==> src/hw/rtl/ordered_list_engine_core_assert.svh <==
// Assertion macros for the ordered list engine.
// Used by ordered_list_engine_core; expects clk and arst_n in scope.
`ifndef ORDERED_LIST_ENGINE_CORE_ASSERT_SVH
`define ORDERED_LIST_ENGINE_CORE_ASSERT_SVH

`ifndef SYNTH
// Same-cycle implication.
`define OLE_ASSERT_NOW(lbl, ante, cons) \
	lbl: assert property (@(posedge clk) disable iff (!arst_n) (ante) |-> (cons)) \
		else $error("ordered list engine check failed");
// Next-cycle implication.
`define OLE_ASSERT_NEXT(lbl, ante, cons) \
	lbl: assert property (@(posedge clk) disable iff (!arst_n) (ante) |=> (cons)) \
		else $error("ordered list engine check failed");
`else
`define OLE_ASSERT_NOW(lbl, ante, cons)
`define OLE_ASSERT_NEXT(lbl, ante, cons)
`endif

`endif

==> src/hw/rtl/ole_pkg.sv <==
// Shared types and operation codes for the ordered list engine.
// No dependencies.
package ole_pkg;

	localparam int OP_W  = 2;
	localparam int VAL_W = 32;

	localparam logic [OP_W-1:0] OP_FRONT  = 2'd0;
	localparam logic [OP_W-1:0] OP_BACK   = 2'd1;
	localparam logic [OP_W-1:0] OP_SORTED = 2'd2;
	localparam logic [OP_W-1:0] OP_REMOVE = 2'd3;

	typedef logic signed [VAL_W-1:0] val_t;

	// broadcast from the core to every cell
	typedef struct packed {
		logic [OP_W-1:0] op;
		val_t            value;
		logic            wr_en;
	} cell_ctrl_t;

endpackage

==> src/hw/rtl/ordered_list_engine_core.sv <==
// Ordered list engine: a row of DEPTH cells, front at cell 0.
// Flow: an accepted request sets valid_s1 and then done_s2, which drives done; the
// result registers load with done_s2. One request per cycle is taken (busy stays low),
// as the cell shift completes on the accepting edge.
// The result is shown for one cycle and cannot be stalled.
// arst_n clears the entry count and the strobes; entries are not cleared.
module ordered_list_engine_core
	import ole_pkg::*;
#(
	parameter int DEPTH = 16
) (
	input  logic                       clk,
	input  logic                       arst_n,
	input  logic                       start,
	output logic                       busy,
	input  logic [OP_W-1:0]            op,
	input  logic signed [VAL_W-1:0]    value,
	output logic                       done,
	output logic                       ok,
	output logic [$clog2(DEPTH+1)-1:0] count,
	output logic signed [VAL_W-1:0]    first_value,
	output logic signed [VAL_W-1:0]    last_value
);

	localparam int CNT_W = $clog2(DEPTH+1);
	localparam logic [CNT_W-1:0] FULL = CNT_W'(DEPTH);

	cell_ctrl_t       ctrl;
	logic [CNT_W-1:0] cnt_q;
	logic             accept;
	logic             is_rm;
	logic             full;
	logic             found;
	logic             wr;

	logic             valid_s1;
	logic             ok_s1;
	logic             done_s2;
	logic             ok_s2;
	logic [CNT_W-1:0] count_s2;
	val_t             first_s2;
	val_t             last_s2;

	val_t entry_w [DEPTH];
	logic seen_w  [DEPTH+1];
	val_t last_w  [DEPTH+1];

	assign busy   = 1'b0;
	assign accept = start && !busy;
	assign is_rm  = (op == OP_REMOVE);
	assign full   = (cnt_q == FULL);
	assign found  = seen_w[DEPTH];
	assign wr     = accept && (is_rm ? found : !full);

	assign ctrl.op    = op;
	assign ctrl.value = value;
	assign ctrl.wr_en = wr;

	assign seen_w[0] = 1'b0;
	assign last_w[0] = '0;

	for (genvar i = 0; i < DEPTH; i++) begin : g_cell
		val_t left_v;
		val_t right_v;
		if (i == 0) begin : g_head
			assign left_v = '0;
		end else begin : g_mid_l
			assign left_v = entry_w[i-1];
		end
		if (i == DEPTH - 1) begin : g_tail
			assign right_v = '0;
		end else begin : g_mid_r
			assign right_v = entry_w[i+1];
		end
		ole_cell #(
			.DEPTH(DEPTH),
			.INDEX(i)
		) u_cell (
			.clk        (clk),
			.ctrl       (ctrl),
			.cnt        (cnt_q),
			.left_entry (left_v),
			.right_entry(right_v),
			.seen_in    (seen_w[i]),
			.seen_out   (seen_w[i+1]),
			.last_in    (last_w[i]),
			.last_out   (last_w[i+1]),
			.entry      (entry_w[i])
		);
	end

	always_ff @(posedge clk or negedge arst_n) begin
		if (!arst_n) begin
			cnt_q    <= '0;
			valid_s1 <= 1'b0;
			done_s2  <= 1'b0;
		end else begin
			if (wr) begin
				cnt_q <= is_rm ? cnt_q - 1'b1 : cnt_q + 1'b1;
			end
			valid_s1 <= accept;
			done_s2  <= valid_s1;
		end
	end

	// cells hold the post-request state in the cycle after accept
	always_ff @(posedge clk) begin
		ok_s1    <= wr;
		ok_s2    <= ok_s1;
		count_s2 <= cnt_q;
		first_s2 <= (cnt_q == '0) ? '0 : entry_w[0];
		last_s2  <= last_w[DEPTH];
	end

	assign done        = done_s2;
	assign ok          = ok_s2;
	assign count       = count_s2;
	assign first_value = first_s2;
	assign last_value  = last_s2;

`include "ordered_list_engine_core_assert.svh"

	`OLE_ASSERT_NOW(a_cnt_bound, 1'b1, cnt_q <= FULL)
	`OLE_ASSERT_NEXT(a_full_hold, accept && !is_rm && full, cnt_q == FULL)
	`OLE_ASSERT_NEXT(a_cnt_hold, !wr, $stable(cnt_q))
	`OLE_ASSERT_NEXT(a_fail_keep, accept && !wr, cnt_q == $past(cnt_q))

endmodule

==> src/hw/rtl/ole_cell.sv <==
// One list cell: holds one entry, compares it against the request value
// and shifts toward or away from its neighbors. Depends on ole_pkg.
module ole_cell
	import ole_pkg::*;
#(
	parameter int DEPTH = 16,
	parameter int INDEX = 0
) (
	input  logic                          clk,
	input  cell_ctrl_t                    ctrl,
	input  logic [$clog2(DEPTH+1)-1:0]    cnt,
	input  val_t                          left_entry,
	input  val_t                          right_entry,
	input  logic                          seen_in,
	output logic                          seen_out,
	input  val_t                          last_in,
	output val_t                          last_out,
	output val_t                          entry
);

	localparam int CNT_W = $clog2(DEPTH+1);
	localparam logic [CNT_W-1:0] POS  = CNT_W'(INDEX);
	localparam logic [CNT_W-1:0] NEXT = CNT_W'(INDEX + 1);
	localparam logic IS_HEAD = (INDEX == 0);

	val_t entry_q;
	logic occ;
	logic tail;
	logic lt;
	logic eq;
	logic mark;
	logic after;

	assign occ  = POS < cnt;
	assign tail = occ && (NEXT == cnt);
	assign lt   = occ && ($signed(entry_q) < $signed(ctrl.value));
	assign eq   = occ && (entry_q == ctrl.value);

	// mark the request position; the chain spreads it to every later cell
	always_comb begin
		case (ctrl.op)
			OP_FRONT:  mark = IS_HEAD;
			OP_BACK:   mark = !occ;
			OP_SORTED: mark = !occ || !lt;
			OP_REMOVE: mark = eq;
			default:   mark = 1'b0;
		endcase
	end

	assign after    = seen_in | mark;
	assign seen_out = after;
	assign last_out = tail ? entry_q : last_in;
	assign entry    = entry_q;

	always_ff @(posedge clk) begin
		if (ctrl.wr_en && after) begin
			if (ctrl.op == OP_REMOVE) begin
				entry_q <= right_entry;
			end else if (!seen_in) begin
				entry_q <= ctrl.value;
			end else begin
				entry_q <= left_entry;
			end
		end
	end

endmodule
==> config.mk <==
export PLATFORM = sky130hd
export DESIGN_NAME = ordered_list_engine_core
export DESIGN_NICKNAME = d
export VERILOG_FILES = /design/src/hw/rtl/ole_pkg.sv /design/src/hw/rtl/ordered_list_engine_core.sv /design/src/hw/rtl/ole_cell.sv
export VERILOG_INCLUDE_DIRS = /design/src /design/src/hw/rtl
export SDC_FILE = /design/constraint.sdc
export NUM_CORES = 2
export LEC_CHECK = 0
export BUFFER_PORTS_ARGS = -buffer_cell sky130_fd_sc_hd__buf_2
export CORE_MARGIN = 2
export CORE_UTILIZATION = 48
export CTS_CLUSTER_DIAMETER = 120
export CTS_CLUSTER_SIZE = 24
export DETAILED_ROUTE_END_ITERATION = 8
export PLACE_DENSITY_LB_ADDON = 0.08
export SLEW_MARGIN = 20
export SYNTH_ARGS = -nofsm -noshare
export SYNTH_HDL_FRONTEND = slang
export SYNTH_SLANG_ARGS = --single-unit
==> constraint.sdc <==
create_clock -name clk -period 5.8 [get_ports clk]
set_input_delay 1.16 -clock clk [delete_from_list [all_inputs] [get_ports clk]]
set_output_delay 1.16 -clock clk [all_outputs]
set_load 0.005 [all_outputs]
* Word level (Yosys, flattened, before mapping)
Index checks and enable logic that the tools add are counted. W data, S select, Z words.
Operators by class: eq/ne operators 36, $add $sub $neg 2, reductions and logical operators 116, mux-type cells 64, $lt $le $gt $ge 32, bitwise operators 15
Operators by type and width (count):
- $mux W32 | 46
- $eq A32 B32 Y1 | 16
- $lt A32 B32 Y1 | 16
- $logic_and A1 B1 Y1 | 65
- $pmux W1 S4 | 16
- $eq A4 B5 Y1 const A | 8
- $lt A4 B5 Y1 const A | 8
- $logic_not A1 Y1 | 33
- $eq A3 B5 Y1 const A | 4
- $lt A3 B5 Y1 const A | 4
- $logic_or A1 B1 Y1 | 16
- $or A1 B1 Y1 | 15
- $eq A2 B5 Y1 const A | 2
- $lt A1 B5 Y1 const A | 2
- $lt A2 B5 Y1 const A | 2
- $add A5 B1 Y5 const B | 1
- $eq A1 B5 Y1 const A | 1
- $eq A5 B5 Y1 const A | 1
- $eq A5 B5 Y1 const B | 1
- $logic_not A5 Y1 | 1
- $mux W5 | 1
- $sub A5 B1 Y5 const B | 1
- $eq A2 B2 Y1 const B | 2
- $eq A2 B1 Y1 const B | 1
- other kinds (2) | 2
Word-level totals: logic and storage cells 289, output and inout port bits 72, input port bits 37, flip-flop bits (word level) 590

* Logic depth before layout (Yosys ltp)
depth in word-level cells 23, depth in mapped cells 17, depth with buffers taken out 12

* Modules after synthesis
From an unflattened synthesis, not the netlist that was laid out.
Second synthesis, totals: cells, all modules 5045, area, all modules 48838.1 µm²
Modules (own cells, without submodules):
- ole_cell at g_cell[12].u_cell | instances 1, cells an instance 307, sequential area each 960.9 µm², area an instance 2959.1 µm²
- ole_cell at g_cell[8].u_cell | instances 1, cells an instance 309, sequential area each 960.9 µm², area an instance 2957.8 µm²
- ole_cell at g_cell[11].u_cell | instances 1, cells an instance 305, sequential area each 960.9 µm², area an instance 2945.3 µm²
- ole_cell at g_cell[5].u_cell | instances 1, cells an instance 306, sequential area each 960.9 µm², area an instance 2939.1 µm²
- ole_cell at g_cell[0].u_cell | instances 1, cells an instance 306, sequential area each 960.9 µm², area an instance 2937.8 µm²
- ole_cell at g_cell[14].u_cell | instances 1, cells an instance 306, sequential area each 960.9 µm², area an instance 2934.1 µm²
- ole_cell at g_cell[3].u_cell | instances 1, cells an instance 306, sequential area each 960.9 µm², area an instance 2932.8 µm²
- ole_cell at g_cell[6].u_cell | instances 1, cells an instance 307, sequential area each 960.9 µm², area an instance 2925.3 µm²
- ole_cell at g_cell[4].u_cell | instances 1, cells an instance 304, sequential area each 960.9 µm², area an instance 2912.8 µm²
- ole_cell at g_cell[9].u_cell | instances 1, cells an instance 308, sequential area each 960.9 µm², area an instance 2911.5 µm²
- ole_cell at g_cell[15].u_cell | instances 1, cells an instance 301, sequential area each 960.9 µm², area an instance 2910.3 µm²
- ole_cell at g_cell[2].u_cell | instances 1, cells an instance 308, sequential area each 960.9 µm², area an instance 2909.0 µm²
- ole_cell at g_cell[1].u_cell | instances 1, cells an instance 306, sequential area each 960.9 µm², area an instance 2902.8 µm²
- ole_cell at g_cell[13].u_cell | instances 1, cells an instance 305, sequential area each 960.9 µm², area an instance 2889.0 µm²
- 3 more rows

* Least setup slack after synthesis
No wires, ideal clock.
path kind in2reg, start point in value[31], end point reg g_cell[0].u_cell.entry_q[0], enable pin, library setup time 0.461 ns, arrival 6.488 ns, required time 5.339 ns, stages on the path 13, path slack -1.149 ns, path buffers 1, cell sequence clkbuf_1 inv_1 ha_1 nand2_1 or4_1 or3_1 or4_1 nand4b_1 o21bai_1 o211a_2 nand2_2 o31ai_4 nor3_1
Between the ends: cells in the longest elaborated chain, start to end 23, elaborated cells between the ends (all ways) 130, those cells by class order compare (16); eq/ne (16); mux (17); bitwise (15); reduce/logical (66)
RTL lines:
- from (decl) | line ordered_list_engine_core.sv:17 | input logic signed [VAL_W-1:0] value,
- $lt A32 B32 Y1 | line ole_cell.sv:36 | assign lt = occ && ($signed(entry_q) < $signed(ctrl.value));
- $logic_and A1 B1 Y1 | line ole_cell.sv:36
- $logic_not A1 Y1 | line ole_cell.sv:44 | OP_SORTED: mark = !occ || !lt;
- $logic_or A1 B1 Y1 | line ole_cell.sv:44
- $pmux W1 S4 | line ole_cell.sv:41 | case (ctrl.op)
- $or A1 B1 Y1 (15 in a row) | line ole_cell.sv:50 | assign after = seen_in | mark;
- $mux W1 | line ordered_list_engine_core.sv:53 | assign wr = accept && (is_rm ? found : !full);
- $logic_and A1 B1 Y1 | line ordered_list_engine_core.sv:53
- $logic_and A1 B1 Y1 * | line ole_cell.sv:56 | if (ctrl.wr_en && after) begin
- to (signal assigned) | line ole_cell.sv:58 | entry_q <= right_entry;
- to (signal assigned) | line ole_cell.sv:60 | entry_q <= ctrl.value;
- to (signal assigned) | line ole_cell.sv:62 | entry_q <= left_entry;
- to (decl) | line ole_cell.sv:26 | val_t entry_q;
Mark *: on every way between the ends. The rest lies on a longest branch, timed or not. A chain may end at the register's enable or synchronous reset.

* Final worst setup path
start point in value[17], end point reg g_cell[0].u_cell.entry_q[24], enable pin
The elaborated chain is that of the path after synthesis.

==> metrics.cfg <==
[clock_network]
numCtsBuffers = 29
post-cts-setup-buffers = 0
path_clk_slew_ps = 110
clkLatencyLatePin_ps = 680
tritoncts = built
clock_sinks = 590
cts_max_level = 1
cts_resized = 0
clockBufferDepth = 3
ctsHoldBuffers = 0
clock_tree.root_cell = clkbuf_16

[synth]
ys.flop_type = edfxtp_1
synthMuxAreaShare_pct = 5.26
syn-cell-area_um2 = 43200
ys_ff_latch = 590
synth_fa_ha_area_share_pct = 15.0
postSynth.asyncResetShare_pct = 1.19
yosysSeqAreaShare_pct = 39.3
synth_top_family_by_area = compound AO/OA/AOI/OAI gates
synth_edf_count = 512
yosys_warnings = 0
synth_fp_nets = 5260
synthCells = 4706
synth_compound_area_share_pct = 21.2
avgSynthCellArea_um2 = 9.18
synth_cell_types = 80
synth_xor_area_share_pct = 0.0811
synthSimpleGateAreaFrac_pct = 15.4

[global_route]
first_global_vias = 36800
antenna_found_initial = 4
grt_pass1_wl_mm = 237
grt_max_degree = 258
grt_usage_pct = 33.1
grt_overflow = 0

[sta]
tns_ps = 0
tightest_slew_ps = 1350
slew_headroom_pct = 10.2
setup_violations = 0
final-max-slew-violation-count = 0
fmax_ghz = 0.189
finalCritPeriodShare_pct = 91.3
layout_setup_ws_ps = 507
rsz0062_at_grt = no
finalClockSkew_ps = 42.0
min_period_ps = 5290
finalHoldViolations = 0

[routing]
routed_wl_mm = 158
post_drt_via_cell_ratio = 6.59
dr.pass1.iters = 8
drt_iter0_drc = 4161
vias = 39200
antenna_left = 0
drc_errors = 0
wire_per_inst_um = 26.6

[final_layout]
final_cell_mix = nand2_1 (623), o21ai_0 (522), ha_1 (517)
drive_above_1_share_pct = 9.41
syn_to_final_growth_pct = 9.59
num_antenna_cells = 0
n_fill_cell = 8298
final_common_cell = nand2_1
fin_area_um2 = 47400
fin_cells = 5950
nets = 5306
fin_util_pct = 52.9

[power]
sw_frac_of_total_pct = 43.9
power_switching_uw = 7800
power_density_nw_per_um2 = 375
p_seq_share_pct = 40.5
ir_drop_mv = 0.305
p_leak_uw = 0.0179
pwr-share-clk_pct = 14.2
p_int_uw = 9970
comb_power_share_pct = 45.3

[floorplanning]
start_util_pct = 48.2
std_cell_rows = 110
die-area_um2 = 92500
pin_count = 109
die_w_um = 304
core_area_um2 = 89600
die_h_um = 304

[place]
dp_hpwl_mm = 120
gp_congestion = 0.962
placed_area_um2 = 46500
dpl.cell_count = 5895
portBuffers = 107
pre_cts_slack_ps = -197

[critical_path]
reg2regPathDepth = 14
crit_type = primary input to flip-flop
required_ps = 6140
startpoint_type = primary input
cp-end-kind = flip-flop
crit_fanout = 32
cp.arrival_ps = 5640

[flow_run]
cap_violations = 0

[status]
status = completed

[hold_path]
hold_path.class = primary input to async pin

Yosys cell counts (all sizes together) (30+ instances only):
cell type    n  share of area [%]
ha         517                 15
nand3      187                2.2
a211oi      30               0.52
a221oi      44               0.89
nand2      625                5.4
nor2b       53               0.77
dfxtp       71                3.3
inv         73               0.63
a21o        40               0.69
o221ai      39               0.79
edfxtp     512                 36
o21ai      570                6.6
nand4       92                1.3
buf         73               0.91
a21oi      223                2.6
a22oi       69                1.2
o22ai       67               0.97
nor3        43               0.52
a31oi      229                3.3
nor2       347                3.0
o211ai      58                1.0
clkbuf     261                2.3
a222oi      32               0.74
mux2i      225                5.2
worst max-delay path, stage by stage:
cell	delay [ps]
buf_2	330
inv_1	110
buf_4	230
ha_1	330
nand4_1	120
nor4b_1	750
buf_4	240
nand4_1	190
nor4bb_1	210
and3_1	180
or3_1	440
o2111a_1	190
nand4_1	380
o31ai_4	150
buf_12	180
nor3_4	150
buf_12	240
registers in the layout (all words and copies together), names as in the netlist:
name / cells
valid_s1: 1
ok_s1: 1
cnt_q: 5
g_cell.u_cell.entry: 512
ok: 1
done: 1
count: 5
first_value: 32
last_value: 32
routing by layer:
| metal | GRT usage (%) | wire, um | vias to the layer above | part of all wire, % |
|---|---|---|---|---|
| li1 | - | - | 18100 | - |
| met1 | 45.6 | 66900 | 19100 | 42 |
| met2 | 53.6 | 73100 | 1756 | 46 |
| met3 | 3.35 | 11400 | 311 | 7.2 |
| met4 | 12.9 | 6670 | 6 | 4.2 |
| met5 | 0 | 32 | - | 0.020 |
final timing paths:
check / start / to / slack (ps)
min in group clk: ok_s1$_DFF_P_ / ok$_DFF_P_ / 340
max reg2reg: g_cell[5].u_cell.entry[31]$_DFFE_PP_ / g_cell[0].u_cell.entry[24]$_DFFE_PP_ / 1080
min reg2reg: ok_s1$_DFF_P_ / ok$_DFF_P_ / 340
max: value[17] / g_cell[0].u_cell.entry[24]$_DFFE_PP_ / 510
max in group asynchronous: arst_n / cnt_q[3]$_DFFE_PN0P_ / 5300
min: arst_n / cnt_q[1]$_DFFE_PN0P_ / 300
kinds of logic (layout without fill, tap and decap cells):
kind of cell	Yosys count	in the layout
flip-flops	590	590
multiplexers	227	227
AND/OR/NAND/NOR	1472	1472
adder cells (fa/ha/maj)	517	517
AO/OA/AOI/OAI	1488	1488
buffers and inverters	407	475
XOR/XNOR	4	4
other	1	1
metrics by stage:
stage	hold WS [ps]	power, uW
6_report	303	17800
4_1_cts	293	17600
3_5_place_dp	318	15100
2_1_floorplan	310	11700
5_1_grt	311	18700
3_3_place_gp	314	15000
layout make-up:
cell class,instances,area [um^2],area share (%)
clock buffer,47,813,1.72
clock inverter,6,41.3,0.0872
inverter,73,274,0.579
multi-input combinational,3709,24800,52.5
sequential,590,17000,35.8
tap,1176,1470,3.11
timing repair buffer,349,2940,6.21
power by group through the flow:
stage / combinational [uW] / sequential, uW / clock, uW
after CTS: 7920 / 7170 / 2550
after global placement: 7750 / 7280 / 0
final: 8050 / 7200 / 2520
after detailed placement: 7880 / 7260 / 0
after floorplan: 4960 / 6720 / 0
after global routing: 8740 / 7300 / 2660
(Power assumes the default switching activity.)
